**config.mk**
```make
export PLATFORM = sky130hd
export DESIGN_NAME = timestamp_ordered_request_queue_flat
export DESIGN_NICKNAME = d
export VERILOG_FILES = /design/src/design/torq_pkg.sv /design/src/design/torq_if.sv /design/src/design/torq_cmp.sv /design/src/design/torq_qmem.sv /design/src/design/torq_set.sv /design/src/design/timestamp_ordered_request_queue.sv /design/src/flat_wrapper.sv
export SDC_FILE = /design/constraint.sdc
export NUM_CORES = 2
export LEC_CHECK = 0
export BUFFER_PORTS_ARGS = -buffer_cell sky130_fd_sc_hd__buf_2
export CORE_ASPECT_RATIO = 1.25
export CORE_MARGIN = 2
export CORE_UTILIZATION = 55
export CTS_CLUSTER_SIZE = 40
export DETAILED_ROUTE_END_ITERATION = 12
export MAX_ROUTING_LAYER = met4
export PLACE_DENSITY_LB_ADDON = 0.1
export SLEW_MARGIN = 40
export SYNTH_ARGS = -nofsm -noshare
export SYNTH_HDL_FRONTEND = slang
export SYNTH_SLANG_ARGS = --single-unit
export TNS_END_PERCENT = 5
```
**constraint.sdc**
```tcl
create_clock -name clk -period 5 [get_ports clk]
set_input_delay 0.75 -clock clk [delete_from_list [all_inputs] [get_ports clk]]
set_output_delay 0.75 -clock clk [all_outputs]
set_load 0.05 [all_outputs]
```
**src/design/torq_pkg.sv**
```systemverilog
// Shared types and constants of the timestamp-ordered request queue.
// Used by the channel interfaces, torq_set and the top level; depends on nothing.
package torq_pkg;

    localparam int DEF_QUEUE_DEPTH = 16;
    localparam int DEF_SET_DEPTH   = 16;
    localparam int DEF_ID_WIDTH    = 16;
    localparam int DEF_STAMP_WIDTH = 32;

    localparam int CFG_W     = 5;
    localparam int CFG_IDX_W = 1;
    localparam int CMD_W     = 3;
    localparam int POS_W     = 4;
    localparam int FILL_W    = 5;

    localparam logic [CFG_W-1:0] LIMIT_RESET = 5'd16;

    localparam logic [CFG_IDX_W-1:0] CFG_QUEUE_LIMIT  = 1'b0;
    localparam logic [CFG_IDX_W-1:0] CFG_INSIDE_LIMIT = 1'b1;

    typedef enum logic [CMD_W-1:0] {
        CMD_ENQUEUE  = 3'd0,
        CMD_DEQUEUE  = 3'd1,
        CMD_READ_POS = 3'd2,
        CMD_ENTER    = 3'd3,
        CMD_LEAVE    = 3'd4,
        CMD_QUERY    = 3'd5
    } cmd_t;

    typedef enum logic [2:0] {
        Q_IDLE,
        Q_ENQ,
        Q_DEQ,
        Q_RDPOS,
        Q_MEMB,
        Q_DONE
    } q_state_t;

    typedef enum logic {
        S_IDLE,
        S_SCAN
    } s_state_t;

    typedef struct packed {
        logic go;
        cmd_t cmd;
    } set_req_t;

    typedef struct packed {
        logic              done;
        logic              ok;
        logic              in_set;
        logic              full;
        logic [FILL_W-1:0] fill;
    } set_rsp_t;

endpackage

```
**src/design/torq_if.sv**
```systemverilog
// Valid/ready channel interfaces for the command and result transfers.
// Depends on torq_pkg for the field widths.
interface torq_req_if #(
    parameter int ID_W = torq_pkg::DEF_ID_WIDTH,
    parameter int ST_W = torq_pkg::DEF_STAMP_WIDTH
);
    import torq_pkg::*;

    logic             valid;
    logic             ready;
    logic [CMD_W-1:0] cmd;
    logic [ID_W-1:0]  req_id;
    logic [ST_W-1:0]  stamp;
    logic [POS_W-1:0] pos;

    modport source (output valid, cmd, req_id, stamp, pos, input ready);
    modport sink   (input valid, cmd, req_id, stamp, pos, output ready);
endinterface

interface torq_rsp_if #(
    parameter int ID_W = torq_pkg::DEF_ID_WIDTH,
    parameter int ST_W = torq_pkg::DEF_STAMP_WIDTH
);
    import torq_pkg::*;

    logic              valid;
    logic              ready;
    logic              ok;
    logic [ID_W-1:0]   entry_id;
    logic [ST_W-1:0]   entry_stamp;
    logic              in_queue;
    logic              in_set;
    logic              at_head;
    logic              queue_full;
    logic              set_full;
    logic [FILL_W-1:0] queue_fill;
    logic [FILL_W-1:0] set_fill;

    modport source (output valid, ok, entry_id, entry_stamp, in_queue, in_set, at_head,
                     queue_full, set_full, queue_fill, set_fill, input ready);
    modport sink   (input valid, ok, entry_id, entry_stamp, in_queue, in_set, at_head,
                    queue_full, set_full, queue_fill, set_fill, output ready);
endinterface

```
**src/design/torq_cmp.sv**
```systemverilog
// Shared compare unit: orders a key against one queue entry and matches ids.
// Stand-alone; no package needed.
module torq_cmp #(
    parameter int ID_W = 16,
    parameter int ST_W = 32
) (
    input  logic [ID_W-1:0] key_id,
    input  logic [ST_W-1:0] key_stamp,
    input  logic [ID_W-1:0] ent_id,
    input  logic [ST_W-1:0] ent_stamp,
    output logic            key_lt,
    output logic            id_eq
);
    // The key sorts before the entry on a lower stamp, or on an equal stamp and lower id.
    assign key_lt = (key_stamp < ent_stamp) || ((key_stamp == ent_stamp) && (key_id < ent_id));
    assign id_eq  = (key_id == ent_id);
endmodule

```
**src/design/torq_qmem.sv**
```systemverilog
// Queue entry memory: ids and stamps, one write and one registered read per cycle.
// Stand-alone; no package needed.
module torq_qmem #(
    parameter int DEPTH = 16,
    parameter int ID_W  = 16,
    parameter int ST_W  = 32
) (
    input  logic                     clk,
    input  logic                     wr_en,
    input  logic [$clog2(DEPTH)-1:0] wr_addr,
    input  logic [ID_W-1:0]          wr_id,
    input  logic [ST_W-1:0]          wr_stamp,
    input  logic                     rd_en,
    input  logic [$clog2(DEPTH)-1:0] rd_addr,
    output logic [ID_W-1:0]          rd_id,
    output logic [ST_W-1:0]          rd_stamp
);
    logic [ID_W-1:0] id_mem    [DEPTH];
    logic [ST_W-1:0] stamp_mem [DEPTH];

    always_ff @(posedge clk)
    begin
        if (wr_en)
        begin
            id_mem[wr_addr]    <= wr_id;
            stamp_mem[wr_addr] <= wr_stamp;
        end
        if (rd_en)
        begin
            rd_id    <= id_mem[rd_addr];
            rd_stamp <= stamp_mem[rd_addr];
        end
    end
endmodule

```
**src/design/torq_set.sv**
```systemverilog
// Inside set: id memory with per-entry valid bits, scanned one entry per cycle.
// Depends on torq_pkg for the command codes and the request/response structs.
module torq_set #(
    parameter int SET_DEPTH = torq_pkg::DEF_SET_DEPTH,
    parameter int ID_W      = torq_pkg::DEF_ID_WIDTH
) (
    input  logic                        clk,
    input  logic                        rst_n,
    input  torq_pkg::set_req_t          req,
    input  logic [ID_W-1:0]             id,
    input  logic [torq_pkg::CFG_W-1:0]  lim,
    output torq_pkg::set_rsp_t          rsp
);
    import torq_pkg::*;

    localparam int SA  = $clog2(SET_DEPTH);
    localparam int SC  = $clog2(SET_DEPTH + 1);
    localparam int SLW = (SC > CFG_W) ? SC : CFG_W;

    s_state_t state_reg, state_next;
    cmd_t     cmd_reg;

    logic [SC-1:0]        idx_reg, idx_next;
    logic [SA-1:0]        raddr_reg, raddr_next;
    logic                 rvalid_reg, rvalid_next;
    logic                 found_reg, found_next;
    logic [SA-1:0]        fidx_reg, fidx_next;
    logic                 free_reg, free_next;
    logic [SA-1:0]        free_idx_reg, free_idx_next;
    logic [SC-1:0]        cnt_reg, cnt_next;
    logic [SET_DEPTH-1:0] valid_reg;
    set_rsp_t             rsp_reg, rsp_next;

    logic [ID_W-1:0] id_mem [SET_DEPTH];
    logic [ID_W-1:0] rd_id_reg;

    logic          rd_en, wr_en, clr_en, scan_last;
    logic [SA-1:0] rd_addr;
    logic [SLW-1:0] lim_ext, seff;
    logic          room;

    // A limit of zero acts as one, and one above the depth acts as the depth.
    assign lim_ext = SLW'(lim);
    always_comb
    begin
        if (lim == '0)
            seff = SLW'(1);
        else if (lim_ext > SLW'(SET_DEPTH))
            seff = SLW'(SET_DEPTH);
        else
            seff = lim_ext;
    end

    assign room = SLW'(cnt_reg) < seff;
    assign rsp  = rsp_reg;

    always_comb
    begin
        state_next = state_reg;
        unique case (state_reg)
            S_IDLE:
            begin
                if (req.go)
                    state_next = S_SCAN;
            end
            S_SCAN:
            begin
                if (scan_last)
                    state_next = S_IDLE;
            end
            default:
                state_next = S_IDLE;
        endcase
    end

    always_comb
    begin
        idx_next      = idx_reg;
        raddr_next    = raddr_reg;
        rvalid_next   = rvalid_reg;
        found_next    = found_reg;
        fidx_next     = fidx_reg;
        free_next     = free_reg;
        free_idx_next = free_idx_reg;
        cnt_next      = cnt_reg;
        rsp_next      = '0;
        rd_en         = 1'b0;
        rd_addr       = '0;
        wr_en         = 1'b0;
        clr_en        = 1'b0;
        scan_last     = 1'b0;

        unique case (state_reg)
            S_IDLE:
            begin
                if (req.go)
                begin
                    idx_next    = '0;
                    rvalid_next = 1'b0;
                    found_next  = 1'b0;
                    free_next   = 1'b0;
                end
            end
            S_SCAN:
            begin
                if (rvalid_reg)
                begin
                    if (valid_reg[raddr_reg] && (rd_id_reg == id) && !found_reg)
                    begin
                        found_next = 1'b1;
                        fidx_next  = raddr_reg;
                    end
                    if (!valid_reg[raddr_reg] && !free_reg)
                    begin
                        free_next     = 1'b1;
                        free_idx_next = raddr_reg;
                    end
                end

                if (idx_reg != SC'(SET_DEPTH))
                begin
                    rd_en       = 1'b1;
                    rd_addr     = idx_reg[SA-1:0];
                    raddr_next  = idx_reg[SA-1:0];
                    idx_next    = idx_reg + SC'(1);
                    rvalid_next = 1'b1;
                end
                else
                begin
                    rvalid_next = 1'b0;
                    if (!rvalid_reg)
                    begin
                        scan_last     = 1'b1;
                        rsp_next.done = 1'b1;
                        unique case (cmd_reg)
                            CMD_ENTER:
                            begin
                                if (found_reg)
                                begin
                                    rsp_next.ok     = 1'b1;
                                    rsp_next.in_set = 1'b1;
                                end
                                else if (room)
                                begin
                                    // A free entry exists whenever the count is below the limit.
                                    wr_en           = 1'b1;
                                    cnt_next        = cnt_reg + SC'(1);
                                    rsp_next.ok     = 1'b1;
                                    rsp_next.in_set = 1'b1;
                                end
                            end
                            CMD_LEAVE:
                            begin
                                if (found_reg)
                                begin
                                    clr_en      = 1'b1;
                                    cnt_next    = cnt_reg - SC'(1);
                                    rsp_next.ok = 1'b1;
                                end
                            end
                            default:
                                rsp_next.in_set = found_reg;
                        endcase
                        rsp_next.full = SLW'(cnt_next) >= seff;
                        rsp_next.fill = FILL_W'(cnt_next);
                    end
                end
            end
            default:
            begin
            end
        endcase
    end

    always_ff @(posedge clk or negedge rst_n)
    begin
        if (!rst_n)
        begin
            state_reg  <= S_IDLE;
            rvalid_reg <= 1'b0;
            cnt_reg    <= '0;
            valid_reg  <= '0;
            rsp_reg    <= '0;
        end
        else
        begin
            state_reg  <= state_next;
            rvalid_reg <= rvalid_next;
            cnt_reg    <= cnt_next;
            rsp_reg    <= rsp_next;
            if (wr_en)
                valid_reg[free_idx_reg] <= 1'b1;
            if (clr_en)
                valid_reg[fidx_reg] <= 1'b0;
        end
    end

    always_ff @(posedge clk)
    begin
        if (req.go && (state_reg == S_IDLE))
            cmd_reg <= req.cmd;
        idx_reg      <= idx_next;
        raddr_reg    <= raddr_next;
        found_reg    <= found_next;
        fidx_reg     <= fidx_next;
        free_reg     <= free_next;
        free_idx_reg <= free_idx_next;
    end

    always_ff @(posedge clk)
    begin
        if (wr_en)
            id_mem[free_idx_reg] <= id;
        if (rd_en)
            rd_id_reg <= id_mem[rd_addr];
    end
endmodule

```
**src/design/timestamp_ordered_request_queue.sv**
```systemverilog
// Timestamp-ordered request queue with an inside set: top level and queue sequencer.
// Depends on torq_pkg, torq_if, torq_cmp, torq_qmem and torq_set.
//
// Commands arrive on the req channel and each gives exactly one transfer on the
// rsp channel; both are valid/ready. The limits are written through cfg_we,
// cfg_idx and cfg_data; the user must write them only while the block is idle,
// which the block itself does not enforce. One command is worked on at a time:
// req.ready is high only between commands. The queue memory has one read port,
// read one entry per cycle. An enqueue walks from the tail to place the key,
// then a membership pass scans from the head; a dequeue makes two passes: one
// moves entries, one finds the id for the membership flags. A rejected enqueue
// or a query makes only the membership pass, and a position read reads its
// entry before that pass. The inside set is scanned in parallel, and the
// result waits for both. req.ready returns with the result, so a command holds
// the block until its result is loaded into the output register.
// Reset empties the queue and the set at once (no clearing pass) and sets both
// limits to 16. A result waits in the output register until rsp.ready; the next
// command is still taken and worked on, and its result then waits for the
// register to free.
module timestamp_ordered_request_queue #(
    parameter int QUEUE_DEPTH = torq_pkg::DEF_QUEUE_DEPTH,
    parameter int SET_DEPTH   = torq_pkg::DEF_SET_DEPTH,
    parameter int ID_WIDTH    = torq_pkg::DEF_ID_WIDTH,
    parameter int STAMP_WIDTH = torq_pkg::DEF_STAMP_WIDTH
) (
    input  logic                           clk,
    input  logic                           rst_n,
    input  logic                           cfg_we,
    input  logic [torq_pkg::CFG_IDX_W-1:0] cfg_idx,
    input  logic [torq_pkg::CFG_W-1:0]     cfg_data,
    torq_req_if.sink                       req,
    torq_rsp_if.source                     rsp
);
    import torq_pkg::*;

    localparam int QA  = $clog2(QUEUE_DEPTH);
    localparam int QC  = $clog2(QUEUE_DEPTH + 1);
    localparam int QLW = (QC > CFG_W) ? QC : CFG_W;
    localparam int PCW = (QC > POS_W) ? QC : POS_W;

    q_state_t state_reg, state_next;

    cmd_t                   cmd_reg;
    logic [ID_WIDTH-1:0]    id_reg;
    logic [STAMP_WIDTH-1:0] stamp_reg;
    logic [POS_W-1:0]       pos_reg;

    logic [QC-1:0] count_reg, count_next;
    logic [QC-1:0] idx_reg, idx_next;
    logic [QC-1:0] idx_m1;
    logic [QA-1:0] raddr_reg, raddr_next;
    logic          rvalid_reg, rvalid_next;
    logic          found_reg, found_next;
    logic          hit_reg, hit_next;
    logic          head_reg, head_next;
    logic          okq_reg, okq_next;

    logic [ID_WIDTH-1:0]    entry_id_reg, entry_id_next;
    logic [STAMP_WIDTH-1:0] entry_stamp_reg, entry_stamp_next;

    logic [CFG_W-1:0] qlim_reg, slim_reg;
    logic [QLW-1:0]   qlim_ext, qeff;
    logic             q_full, pos_ok;

    set_req_t set_req;
    set_rsp_t set_rsp, set_res_reg;
    logic     set_got_reg, set_got_next;

    logic                   qm_wr_en, qm_rd_en;
    logic [QA-1:0]          qm_wr_addr, qm_rd_addr;
    logic [ID_WIDTH-1:0]    qm_wr_id, qm_rd_id;
    logic [STAMP_WIDTH-1:0] qm_wr_stamp, qm_rd_stamp;
    logic                   key_lt, id_eq;

    logic accept, step_last, out_load, ok_final;

    logic                   out_valid_reg;
    logic                   out_ok_reg;
    logic [ID_WIDTH-1:0]    out_entry_id_reg;
    logic [STAMP_WIDTH-1:0] out_entry_stamp_reg;
    logic                   out_in_queue_reg, out_in_set_reg, out_at_head_reg;
    logic                   out_queue_full_reg, out_set_full_reg;
    logic [FILL_W-1:0]      out_queue_fill_reg, out_set_fill_reg;

    assign req.ready = (state_reg == Q_IDLE);
    assign accept    = req.valid && req.ready;

    // A limit of zero acts as one, and one above the depth acts as the depth.
    assign qlim_ext = QLW'(qlim_reg);
    always_comb
    begin
        if (qlim_reg == '0)
            qeff = QLW'(1);
        else if (qlim_ext > QLW'(QUEUE_DEPTH))
            qeff = QLW'(QUEUE_DEPTH);
        else
            qeff = qlim_ext;
    end

    assign q_full = QLW'(count_reg) >= qeff;
    assign pos_ok = PCW'(pos_reg) < PCW'(count_reg);
    assign idx_m1 = idx_reg - QC'(1);

    assign set_req.go  = accept;
    assign set_req.cmd = cmd_t'(req.cmd);

    torq_cmp #(
        .ID_W (ID_WIDTH),
        .ST_W (STAMP_WIDTH)
    ) u_cmp (
        .key_id    (id_reg),
        .key_stamp (stamp_reg),
        .ent_id    (qm_rd_id),
        .ent_stamp (qm_rd_stamp),
        .key_lt    (key_lt),
        .id_eq     (id_eq)
    );

    torq_qmem #(
        .DEPTH (QUEUE_DEPTH),
        .ID_W  (ID_WIDTH),
        .ST_W  (STAMP_WIDTH)
    ) u_qmem (
        .clk      (clk),
        .wr_en    (qm_wr_en),
        .wr_addr  (qm_wr_addr),
        .wr_id    (qm_wr_id),
        .wr_stamp (qm_wr_stamp),
        .rd_en    (qm_rd_en),
        .rd_addr  (qm_rd_addr),
        .rd_id    (qm_rd_id),
        .rd_stamp (qm_rd_stamp)
    );

    torq_set #(
        .SET_DEPTH (SET_DEPTH),
        .ID_W      (ID_WIDTH)
    ) u_set (
        .clk   (clk),
        .rst_n (rst_n),
        .req   (set_req),
        .id    (id_reg),
        .lim   (slim_reg),
        .rsp   (set_rsp)
    );

    always_comb
    begin
        state_next = state_reg;
        unique case (state_reg)
            Q_IDLE:
            begin
                if (accept)
                begin
                    unique case (cmd_t'(req.cmd))
                        CMD_ENQUEUE:  state_next = q_full ? Q_MEMB : Q_ENQ;
                        CMD_DEQUEUE:  state_next = Q_DEQ;
                        CMD_READ_POS: state_next = Q_RDPOS;
                        default:      state_next = Q_MEMB;
                    endcase
                end
            end
            Q_ENQ, Q_DEQ, Q_RDPOS:
            begin
                if (step_last)
                    state_next = Q_MEMB;
            end
            Q_MEMB:
            begin
                if (step_last)
                    state_next = Q_DONE;
            end
            Q_DONE:
            begin
                if (out_load)
                    state_next = Q_IDLE;
            end
            default:
                state_next = Q_IDLE;
        endcase
    end

    always_comb
    begin
        count_next       = count_reg;
        idx_next         = idx_reg;
        raddr_next       = raddr_reg;
        rvalid_next      = rvalid_reg;
        found_next       = found_reg;
        hit_next         = hit_reg;
        head_next        = head_reg;
        okq_next         = okq_reg;
        entry_id_next    = entry_id_reg;
        entry_stamp_next = entry_stamp_reg;
        set_got_next     = set_got_reg || set_rsp.done;
        qm_wr_en         = 1'b0;
        qm_wr_addr       = '0;
        qm_wr_id         = id_reg;
        qm_wr_stamp      = stamp_reg;
        qm_rd_en         = 1'b0;
        qm_rd_addr       = '0;
        step_last        = 1'b0;
        out_load         = 1'b0;

        unique case (state_reg)
            Q_IDLE:
            begin
                if (accept)
                begin
                    // A rejected enqueue goes straight to the membership pass,
                    // which scans from the head.
                    idx_next         = ((cmd_t'(req.cmd) == CMD_ENQUEUE) && !q_full) ?
                                       count_reg : '0;
                    rvalid_next      = 1'b0;
                    found_next       = 1'b0;
                    hit_next         = 1'b0;
                    head_next        = 1'b0;
                    okq_next         = 1'b0;
                    entry_id_next    = '0;
                    entry_stamp_next = '0;
                    set_got_next     = 1'b0;
                end
            end
            Q_ENQ:
            begin
                // Walk from the tail: every entry that sorts after the key moves up one
                // place, and the key lands just above the first one that does not.
                if (rvalid_reg)
                begin
                    qm_wr_en   = 1'b1;
                    qm_wr_addr = raddr_reg + QA'(1);
                    if (key_lt)
                    begin
                        qm_wr_id    = qm_rd_id;
                        qm_wr_stamp = qm_rd_stamp;
                    end
                    else
                        step_last = 1'b1;
                end
                else if (idx_reg == '0)
                begin
                    qm_wr_en   = 1'b1;
                    qm_wr_addr = '0;
                    step_last  = 1'b1;
                end

                if (step_last)
                begin
                    count_next  = count_reg + QC'(1);
                    okq_next    = 1'b1;
                    idx_next    = '0;
                    rvalid_next = 1'b0;
                end
                else if (idx_reg != '0)
                begin
                    qm_rd_en    = 1'b1;
                    qm_rd_addr  = idx_m1[QA-1:0];
                    raddr_next  = idx_m1[QA-1:0];
                    idx_next    = idx_m1;
                    rvalid_next = 1'b1;
                end
                else
                    rvalid_next = 1'b0;
            end
            Q_DEQ:
            begin
                // Walk from the head: once the first matching entry is seen, every
                // later entry moves down one place over it.
                if (rvalid_reg)
                begin
                    if (found_reg)
                    begin
                        qm_wr_en    = 1'b1;
                        qm_wr_addr  = raddr_reg - QA'(1);
                        qm_wr_id    = qm_rd_id;
                        qm_wr_stamp = qm_rd_stamp;
                    end
                    else if (id_eq)
                        found_next = 1'b1;
                end

                if (idx_reg != count_reg)
                begin
                    qm_rd_en    = 1'b1;
                    qm_rd_addr  = idx_reg[QA-1:0];
                    raddr_next  = idx_reg[QA-1:0];
                    idx_next    = idx_reg + QC'(1);
                    rvalid_next = 1'b1;
                end
                else
                begin
                    rvalid_next = 1'b0;
                    if (!rvalid_reg)
                    begin
                        step_last = 1'b1;
                        okq_next  = found_reg;
                        idx_next  = '0;
                        if (found_reg)
                            count_next = count_reg - QC'(1);
                    end
                end
            end
            Q_RDPOS:
            begin
                if (rvalid_reg)
                begin
                    entry_id_next    = qm_rd_id;
                    entry_stamp_next = qm_rd_stamp;
                    okq_next         = 1'b1;
                    rvalid_next      = 1'b0;
                    step_last        = 1'b1;
                end
                else if (pos_ok)
                begin
                    qm_rd_en    = 1'b1;
                    qm_rd_addr  = QA'(pos_reg);
                    rvalid_next = 1'b1;
                end
                else
                    step_last = 1'b1;
            end
            Q_MEMB:
            begin
                if (rvalid_reg && id_eq)
                begin
                    hit_next = 1'b1;
                    if (raddr_reg == '0)
                        head_next = 1'b1;
                end

                if (idx_reg != count_reg)
                begin
                    qm_rd_en    = 1'b1;
                    qm_rd_addr  = idx_reg[QA-1:0];
                    raddr_next  = idx_reg[QA-1:0];
                    idx_next    = idx_reg + QC'(1);
                    rvalid_next = 1'b1;
                end
                else
                begin
                    rvalid_next = 1'b0;
                    if (!rvalid_reg)
                        step_last = 1'b1;
                end
            end
            Q_DONE:
            begin
                if (set_got_reg && (!out_valid_reg || rsp.ready))
                    out_load = 1'b1;
            end
            default:
            begin
            end
        endcase
    end

    always_comb
    begin
        unique case (cmd_reg)
            CMD_ENQUEUE, CMD_DEQUEUE, CMD_READ_POS: ok_final = okq_reg;
            CMD_ENTER, CMD_LEAVE:                   ok_final = set_res_reg.ok;
            CMD_QUERY:                              ok_final = 1'b1;
            default:                                ok_final = 1'b0;
        endcase
    end

    always_ff @(posedge clk or negedge rst_n)
    begin
        if (!rst_n)
        begin
            state_reg     <= Q_IDLE;
            count_reg     <= '0;
            rvalid_reg    <= 1'b0;
            set_got_reg   <= 1'b0;
            qlim_reg      <= LIMIT_RESET;
            slim_reg      <= LIMIT_RESET;
            out_valid_reg <= 1'b0;
        end
        else
        begin
            state_reg   <= state_next;
            count_reg   <= count_next;
            rvalid_reg  <= rvalid_next;
            set_got_reg <= set_got_next;
            if (cfg_we)
            begin
                unique case (cfg_idx)
                    CFG_QUEUE_LIMIT:  qlim_reg <= cfg_data;
                    CFG_INSIDE_LIMIT: slim_reg <= cfg_data;
                    default:
                    begin
                    end
                endcase
            end
            if (out_load)
                out_valid_reg <= 1'b1;
            else if (rsp.ready)
                out_valid_reg <= 1'b0;
        end
    end

    always_ff @(posedge clk)
    begin
        if (accept)
        begin
            cmd_reg   <= cmd_t'(req.cmd);
            id_reg    <= req.req_id;
            stamp_reg <= req.stamp;
            pos_reg   <= req.pos;
        end
        idx_reg         <= idx_next;
        raddr_reg       <= raddr_next;
        found_reg       <= found_next;
        hit_reg         <= hit_next;
        head_reg        <= head_next;
        okq_reg         <= okq_next;
        entry_id_reg    <= entry_id_next;
        entry_stamp_reg <= entry_stamp_next;
        if (set_rsp.done)
            set_res_reg <= set_rsp;
        if (out_load)
        begin
            out_ok_reg          <= ok_final;
            out_entry_id_reg    <= entry_id_reg;
            out_entry_stamp_reg <= entry_stamp_reg;
            out_in_queue_reg    <= hit_reg;
            out_in_set_reg      <= set_res_reg.in_set;
            out_at_head_reg     <= head_reg;
            out_queue_full_reg  <= q_full;
            out_set_full_reg    <= set_res_reg.full;
            out_queue_fill_reg  <= FILL_W'(count_reg);
            out_set_fill_reg    <= set_res_reg.fill;
        end
    end

    assign rsp.valid       = out_valid_reg;
    assign rsp.ok          = out_ok_reg;
    assign rsp.entry_id    = out_entry_id_reg;
    assign rsp.entry_stamp = out_entry_stamp_reg;
    assign rsp.in_queue    = out_in_queue_reg;
    assign rsp.in_set      = out_in_set_reg;
    assign rsp.at_head     = out_at_head_reg;
    assign rsp.queue_full  = out_queue_full_reg;
    assign rsp.set_full    = out_set_full_reg;
    assign rsp.queue_fill  = out_queue_fill_reg;
    assign rsp.set_fill    = out_set_fill_reg;
endmodule

```
**src/flat_wrapper.sv**
```systemverilog
// flat-port wrapper written by rule: the top's interface ports become plain ports
module timestamp_ordered_request_queue_flat import torq_pkg::*;
#(
    parameter int QUEUE_DEPTH = torq_pkg::DEF_QUEUE_DEPTH,
    parameter int SET_DEPTH   = torq_pkg::DEF_SET_DEPTH,
    parameter int ID_WIDTH    = torq_pkg::DEF_ID_WIDTH,
    parameter int STAMP_WIDTH = torq_pkg::DEF_STAMP_WIDTH
)
  (clk, rst_n, cfg_we, cfg_idx, cfg_data, req_valid, req_cmd, req_req_id, req_stamp, req_pos, req_ready, rsp_valid, rsp_ok, rsp_entry_id, rsp_entry_stamp, rsp_in_queue, rsp_in_set, rsp_at_head, rsp_queue_full, rsp_set_full, rsp_queue_fill, rsp_set_fill, rsp_ready);
  torq_req_if req_i ();
  torq_rsp_if rsp_i ();
  input  logic clk;
  input  logic rst_n;
  input  logic cfg_we;
  input  logic [torq_pkg::CFG_IDX_W-1:0] cfg_idx;
  input  logic [torq_pkg::CFG_W-1:0] cfg_data;
  input wire logic [$bits(req_i.valid)-1:0] req_valid;
  input wire logic [$bits(req_i.cmd)-1:0] req_cmd;
  input wire logic [$bits(req_i.req_id)-1:0] req_req_id;
  input wire logic [$bits(req_i.stamp)-1:0] req_stamp;
  input wire logic [$bits(req_i.pos)-1:0] req_pos;
  output wire logic [$bits(req_i.ready)-1:0] req_ready;
  output wire logic [$bits(rsp_i.valid)-1:0] rsp_valid;
  output wire logic [$bits(rsp_i.ok)-1:0] rsp_ok;
  output wire logic [$bits(rsp_i.entry_id)-1:0] rsp_entry_id;
  output wire logic [$bits(rsp_i.entry_stamp)-1:0] rsp_entry_stamp;
  output wire logic [$bits(rsp_i.in_queue)-1:0] rsp_in_queue;
  output wire logic [$bits(rsp_i.in_set)-1:0] rsp_in_set;
  output wire logic [$bits(rsp_i.at_head)-1:0] rsp_at_head;
  output wire logic [$bits(rsp_i.queue_full)-1:0] rsp_queue_full;
  output wire logic [$bits(rsp_i.set_full)-1:0] rsp_set_full;
  output wire logic [$bits(rsp_i.queue_fill)-1:0] rsp_queue_fill;
  output wire logic [$bits(rsp_i.set_fill)-1:0] rsp_set_fill;
  input wire logic [$bits(rsp_i.ready)-1:0] rsp_ready;
  assign req_i.valid = req_valid;
  assign req_i.cmd = req_cmd;
  assign req_i.req_id = req_req_id;
  assign req_i.stamp = req_stamp;
  assign req_i.pos = req_pos;
  assign req_ready = req_i.ready;
  assign rsp_valid = rsp_i.valid;
  assign rsp_ok = rsp_i.ok;
  assign rsp_entry_id = rsp_i.entry_id;
  assign rsp_entry_stamp = rsp_i.entry_stamp;
  assign rsp_in_queue = rsp_i.in_queue;
  assign rsp_in_set = rsp_i.in_set;
  assign rsp_at_head = rsp_i.at_head;
  assign rsp_queue_full = rsp_i.queue_full;
  assign rsp_set_full = rsp_i.set_full;
  assign rsp_queue_fill = rsp_i.queue_fill;
  assign rsp_set_fill = rsp_i.set_fill;
  assign rsp_i.ready = rsp_ready;
  timestamp_ordered_request_queue #(.QUEUE_DEPTH(QUEUE_DEPTH), .SET_DEPTH(SET_DEPTH), .ID_WIDTH(ID_WIDTH), .STAMP_WIDTH(STAMP_WIDTH)) u_core (.clk(clk), .rst_n(rst_n), .cfg_we(cfg_we), .cfg_idx(cfg_idx), .cfg_data(cfg_data), .req(req_i), .rsp(rsp_i));
endmodule
```
# Word level (Yosys, flattened, before mapping)
# Memories as Yosys holds them, arrays and structs flattened. A register that Yosys moved wholly into a read port is not among the register bits.
# Cells that the tools add are included.
# word_totals
reg_bits	263
ramBits	1024
in_bits	66
output_inout_bits	66
word_cells	335
memories	3
# op_classes
n_addsub	9
order_cmp	13
n_eq_ne	42
mux	153
bitwise_logic	7
reduce_logical	59
# memory_table
memory	depth	width	rd	rd_ports_with_merged_regs	write_ports	line	text
u_core.u_qmem.stamp_mem	16	32	1	1	1	torq_qmem.sv:19	logic [ST_W-1:0] stamp_mem [DEPTH];
u_core.u_qmem.id_mem	16	16	1	1	1	torq_qmem.sv:18	logic [ID_W-1:0] id_mem [DEPTH];
u_core.u_set.id_mem	16	16	1	1	1	torq_set.sv:34	logic [ID_W-1:0] id_mem [SET_DEPTH];
# ops
cell	n
$mux 32	6
$mux 16	8
$pmux 32 s2	2
$mux 5	23
$pmux 16 s2	2
$mux 1	62
$mux 4	13
$ne 2x1->1 const B	17
$eq 16x16->1	2
$eq 32x32->1	1
$lt 32x32->1	1
$pmux 5 s2	3
$mux 9	3
$reduce_and 3->1	8
$add 5x1->5 const B	4
$pmux 1 s2	10
$pmux 5 s4	1
$eq 3x2->1 const B	6
$and 16x16->16	1
$lt 16x16->1	1
$not 16->16	1
$or 16x16->16	1
$pmux 4 s2	2
$eq 3x3->1 const B	5
40 further kinds	100

# Logic depth before layout (Yosys ltp)
# logic_depth
ltp_word	14
depth_mapped	17
ltp_nobuf	17

# Cells and area by module
# A second synthesis with hierarchy kept.
# hier_totals
hier_cells	2752
area_unflattened_um2	53391.2
# by_module_without_submodules
module	instances	cells_per_inst	area_per_inst_um2	seq_area_each_um2
torq_qmem	1	1242	30171.4	24503.5
torq_set	1	762	13203.9	9629.2
timestamp_ordered_request_queue	1	584	8809.7	6173.4
torq_cmp	1	164	1206.2	0.0

# Worst setup path before layout
# Ideal clock, no wire load.
# synth_path
path_kind	reg2reg
start	register u_core.state_reg[1]
end	memory u_core.u_qmem.id_mem[10][0], enable pin
setup_ns	0.454
t_arrival_ns	4.564
required_time_ns	4.546
setup_slack_ns	-0.017
path_stages_with_launch	11
n_path_buf	1
synth_period_minus_slack_ns	5.017
path_cell_list	dfrtp_1 -> clkbuf_1 -> inv_1 -> nor3_1 -> nand2_1 -> nor2_1 -> a311oi_1 -> a21oi_1 -> a21oi_1 -> or2_2 -> nor2_1
# synth_via
elab_chain_cells	4
word_cells_on_any_way	6
classes_between	2 x eq/ne; 4 x mux
# synth_lines
item	line	text
start, declared	timestamp_ordered_request_queue.sv:41	q_state_t state_reg, state_next;
start signal, assigned	timestamp_ordered_request_queue.sv:381	state_reg <= state_next;
$eq 3x2->1 or $eq 3x1->1 (tied branches)	timestamp_ordered_request_queue.sv:205	unique case (state_reg)
$pmux 1 s2	timestamp_ordered_request_queue.sv:205	
$mux 1	torq_qmem.sv:23	if (wr_en)
$mux 1 (implied by the code)	torq_qmem.sv:25	id_mem[wr_addr] <= wr_id;
end, declared	torq_qmem.sv:18	
# Parallel ways exist; a longest one is shown, timed or not.

# Final worst setup path
# layout_path
start	register u_core.u_qmem.rd_stamp[31] (read register of u_core.u_qmem.stamp_mem)
end	register u_core.u_qmem.rd_stamp[8] (read register of u_core.u_qmem.stamp_mem) (data pin)
# layout_via
elab_chain_cells	8
word_cells_on_any_way	11
classes_between	1 x order compare; 1 x eq/ne; 7 x mux; 2 x reduce/logical
# layout_lines
item	line	text
start, declared	torq_qmem.sv:16	output logic [ST_W-1:0] rd_stamp
parallel branches: the longest is 2 deep, another holds $lt 32x32->1	n/a	
$logic_or 1x1->1 *	torq_cmp.sv:15	assign key_lt = (key_stamp < ent_stamp) || ((key_stamp == ent_stamp) && (key_id < ent_id));
$mux 1 *	timestamp_ordered_request_queue.sv:232	if (key_lt)
$mux 1 *	timestamp_ordered_request_queue.sv:228	if (rvalid_reg)
$mux 1 *	timestamp_ordered_request_queue.sv:205	
$mux 4 or $mux 1 (tied branches)	timestamp_ordered_request_queue.sv:247	if (step_last)
$pmux 4 s3 or $pmux 1 s3 (tied branches)	timestamp_ordered_request_queue.sv:205	
# Mark *: on every way between the ends. The select of a mux whose other input is x is not followed.
# A chain may end at the register's enable or synchronous reset.

==> results.md <==
- Cell taking the most area after synthesis: edfxtp_1
- Power per cell area: 630 nW/µm²
- Total grt overflow: 0
- Final net count: 3711
- Critical-path cell list: inv_1, ha_1, nand4_1, or4_1, nor2_1, o2111ai_1, nor3b_1, buf_4, a21oi_4, buf_8, buf_12, mux2i_1, a221oi_1, a311oi_1, a31oi_1
- Die Area: 101000 µm²
- Hold Fails Final Rpt: 0
- Die span in y: 355 µm
- GP Congestion: 0.853
- Ranking of synthesized cells by area: edfxtp_1 (72%), mux4_2 (2.9%), mux2i_1 (2.8%), nand2_1 (2.4%), dfrtp_1 (2.4%)
- Drt via density: 6.07
- CP max stage delay: 0.77 ns
- I/O Pins: 132
- Area growth, synth to finish: 13.6%
- Top_reg_cell synth: edfxtp_1
- Outcome: completed
- Worst Path Buf+Inv: 4
- Minimum clock period: 4.65 ns
- Number of distinct library cells after synthesis: 78
- Req. time, crit path: 5.45 ns
- EDFF count, synth: 1298
- Clock Root Buffer: clkbuf_16
- Cell Area, Synth: 54100 µm²
- Skew-Pair Late Insertion Delay: 0.73 ns
- Yosys warnings: 0
- Initial Util: 55.5%
- Largest regs: u_core.u_qmem.stamp_mem: 512 flops, u_core.u_qmem.id_mem: 256 flops, u_core.u_set.id_mem: 256 flops
- RSZ-0062 raised after global routing: no
- # port buffers: 131
- Worst setup path class: reg -> reg
- DRC: 0
- Hold Crit Class: in -> async
- Final period util: 92.9%
- H-tree levels: 4
- DRT Wirelength: 130 mm
- Vias in the first global route: 30853
- Total Routing Usage GR: 26.8%
- Worst Max-Slew Pin Slew: 0.914 ns
- Crit path from: u_core.u_qmem.rd_stamp[31]
- DR iter-0 viols: 2693
- Max-Cap Viols: 0
- CTS tree: built
- Initial antenna violation count: 1
- Routed length per instance: 26.2 µm
- Slew HR: 38.4%
- Die Wd: 284 µm
- PnR worst setup slack: 0.353 ns
- Largest net degree at the start of global routing: 79
- Yosys reg bits: 1351
- Final setup violation count: 0
- Delay-heaviest family, CP: simple AND/OR/NAND/NOR gates
- Core area: 97500 µm²
- Multi-input gate area: 12900 µm²
- DP Wirelength: 76.7 mm
- Most flops, register: u_core.u_qmem.stamp_mem
- Antenna cells: 0
- Num Clock Sinks: 1351
- Crit path launch type: flop
- FF/Latch Area: 40300 µm²
- Max VDD drop: 516 µV
- Routed Antenna Nets: 0
- Share of the synthesized area in the top cell type: 72.1%
- First-pass GRT wire length: 194 mm
- Resize count post-CTS: 0
- FF-to-FF Start: u_core.u_qmem.rd_stamp[31]
- Setup crit end kind: flop
- Row Count: 128
- Worst Skew: 0.0239 ns
- Mean area per synthesized cell: 16.2 µm²
- Largest register FFs: 512
- CTS clk-pin slew, worst paths: 0.06 ns
- Post-CTS setup buffer count: 0
- Via total after detailed routing: 30152
- Async S/R FF share, synth: 3.92%
- Slowest CP cell: or4_1
- CTS Buf Count: 132
- Crit path DAT: 5.10 ns
- Post-Syn Instances: 3342
- Fmax: 0.215 GHz
- Share of layout cells above drive strength 1: 17.5%
- Final Power: 38.7 mW
- Slew Limit Fails: 0
- Fillers: 7019
- Place WS: 0.258 ns
- Mapped Nets: 3485
- Hold-fix buffers at CTS: 0
- Bufs on Longest Clock Path: 3
- Sequential area share after synthesis: 74.5%
- DR pass1 iterations: 7
- Leak: 21.2 nW
- Worst Path Max Fanout: 34
per-stage QoR:
step           TNS (ns)  instances  instance area (µm²)  hold slack, ns  util (%)
6_report              0       4967                61500           0.148      63.0
5_1_grt               0       4967                61500           0.163      63.0
4_1_cts               0       4967                61500           0.138      63.0
3_5_place_dp          0       4734                57400           0.404      58.8
3_3_place_gp          0       4731                57300           0.401      58.7
2_1_floorplan     -3.33       3342                54100           0.400         -
path summary, 6_finish.rpt:
kind / to / slack (ns) / depth (start not counted)
worst min register to register: u_core.rsp.entry_stamp[30] / 0.41 / 0
min in group clk: u_core.stamp_reg[18] / 0.19 / 1
worst min-delay path: u_core.count_reg[3] / 0.15 / 2
max in group asynchronous: u_core.u_set.valid_reg[15] / 4.38 / 2
worst max register to register: u_core.u_qmem.rd_stamp[8] / 0.35 / 15
worst max-delay path: u_core.u_qmem.rd_stamp[8] / 0.35 / 15
routing by layer:
layer,wire length [µm],up-vias,track usage [%]
met5,0,-,-
met4,4180,0,9.51
met3,6130,244,3.26
met2,69000,971,46.8
met1,50600,15461,32.3
li1,-,13476,-
power breakdown:
part           internal (mW)  switching, mW  leakage (nW)  total (mW)
Clock                   5.33           4.13          1.96        9.46
Sequential              14.5          0.685          12.5        15.2
Combinational           5.26           8.87          6.79        14.1
cells in the mapped netlist (6+ instances only):
library cell,number
xor2_1,20
dfrtp_1,51
buf_2,40
o22ai_1,6
nor3_1,21
xnor2_1,25
edfxtp_1,1298
or2_2,6
o21ai_0,47
o21a_1,8
nand3_1,119
clkbuf_1,110
nand4_1,12
a2bb2oi_1,14
buf_1,9
o22a_1,47
and3_1,8
a21oi_1,92
nand2_1,343
o21ai_1,30
a211oi_1,21
mux2i_1,152
buf_6,12
a31oi_1,67
mux4_2,69
nor2b_1,11
a21o_1,13
nor4_1,6
a22oi_1,47
a311oi_1,47
inv_1,75
a22o_1,47
nor2_1,131
ha_1,76
mux2_2,59
a221oi_1,50
buf_4,6
nand2b_1,12
and2_1,78
final cells by class:
type | count | share of cell area [%]
repair buffers | 269 | 3.63
inverters | 78 | 0.478
multi-input cells | 1736 | 21.0
flip-flops and latches | 1351 | 65.6
well taps | 1300 | 2.65
clock inverters | 62 | 0.875
clock buffers | 171 | 5.77
cells in the final DEF (no fill, tap or decap), drive strengths merged, types with 47 or more instances in the layout:
master | Yosys | final
a221oi | 50 | 50
o21ai | 78 | 78
ha | 76 | 76
a22o | 47 | 47
a22oi | 47 | 47
buf | 67 | 269
dfrtp | 51 | 51
clkbuf | 110 | 171
mux2 | 59 | 59
a311oi | 47 | 47
a21oi | 95 | 95
edfxtp | 1298 | 1298
mux4 | 69 | 69
and2 | 79 | 79
a31oi | 67 | 67
o22a | 47 | 47
nor2 | 132 | 132
inv | 77 | 82
nand3 | 119 | 119
nand2 | 343 | 343
mux2i | 152 | 152
cell families (layout without fill, tap and decap cells):
group | count (synthesis) | in the layout | share of synthesized area, %
mux | 280 | 280 | 6.91
flops | 1351 | 1351 | 74.5
compound gates | 564 | 564 | 7.47
buf+inv | 255 | 580 | 2.07
xor+xnor | 45 | 45 | 0.729
fa+ha+maj | 77 | 77 | 1.80
simple gates | 770 | 770 | 6.50
(Power assumes the default switching activity.)
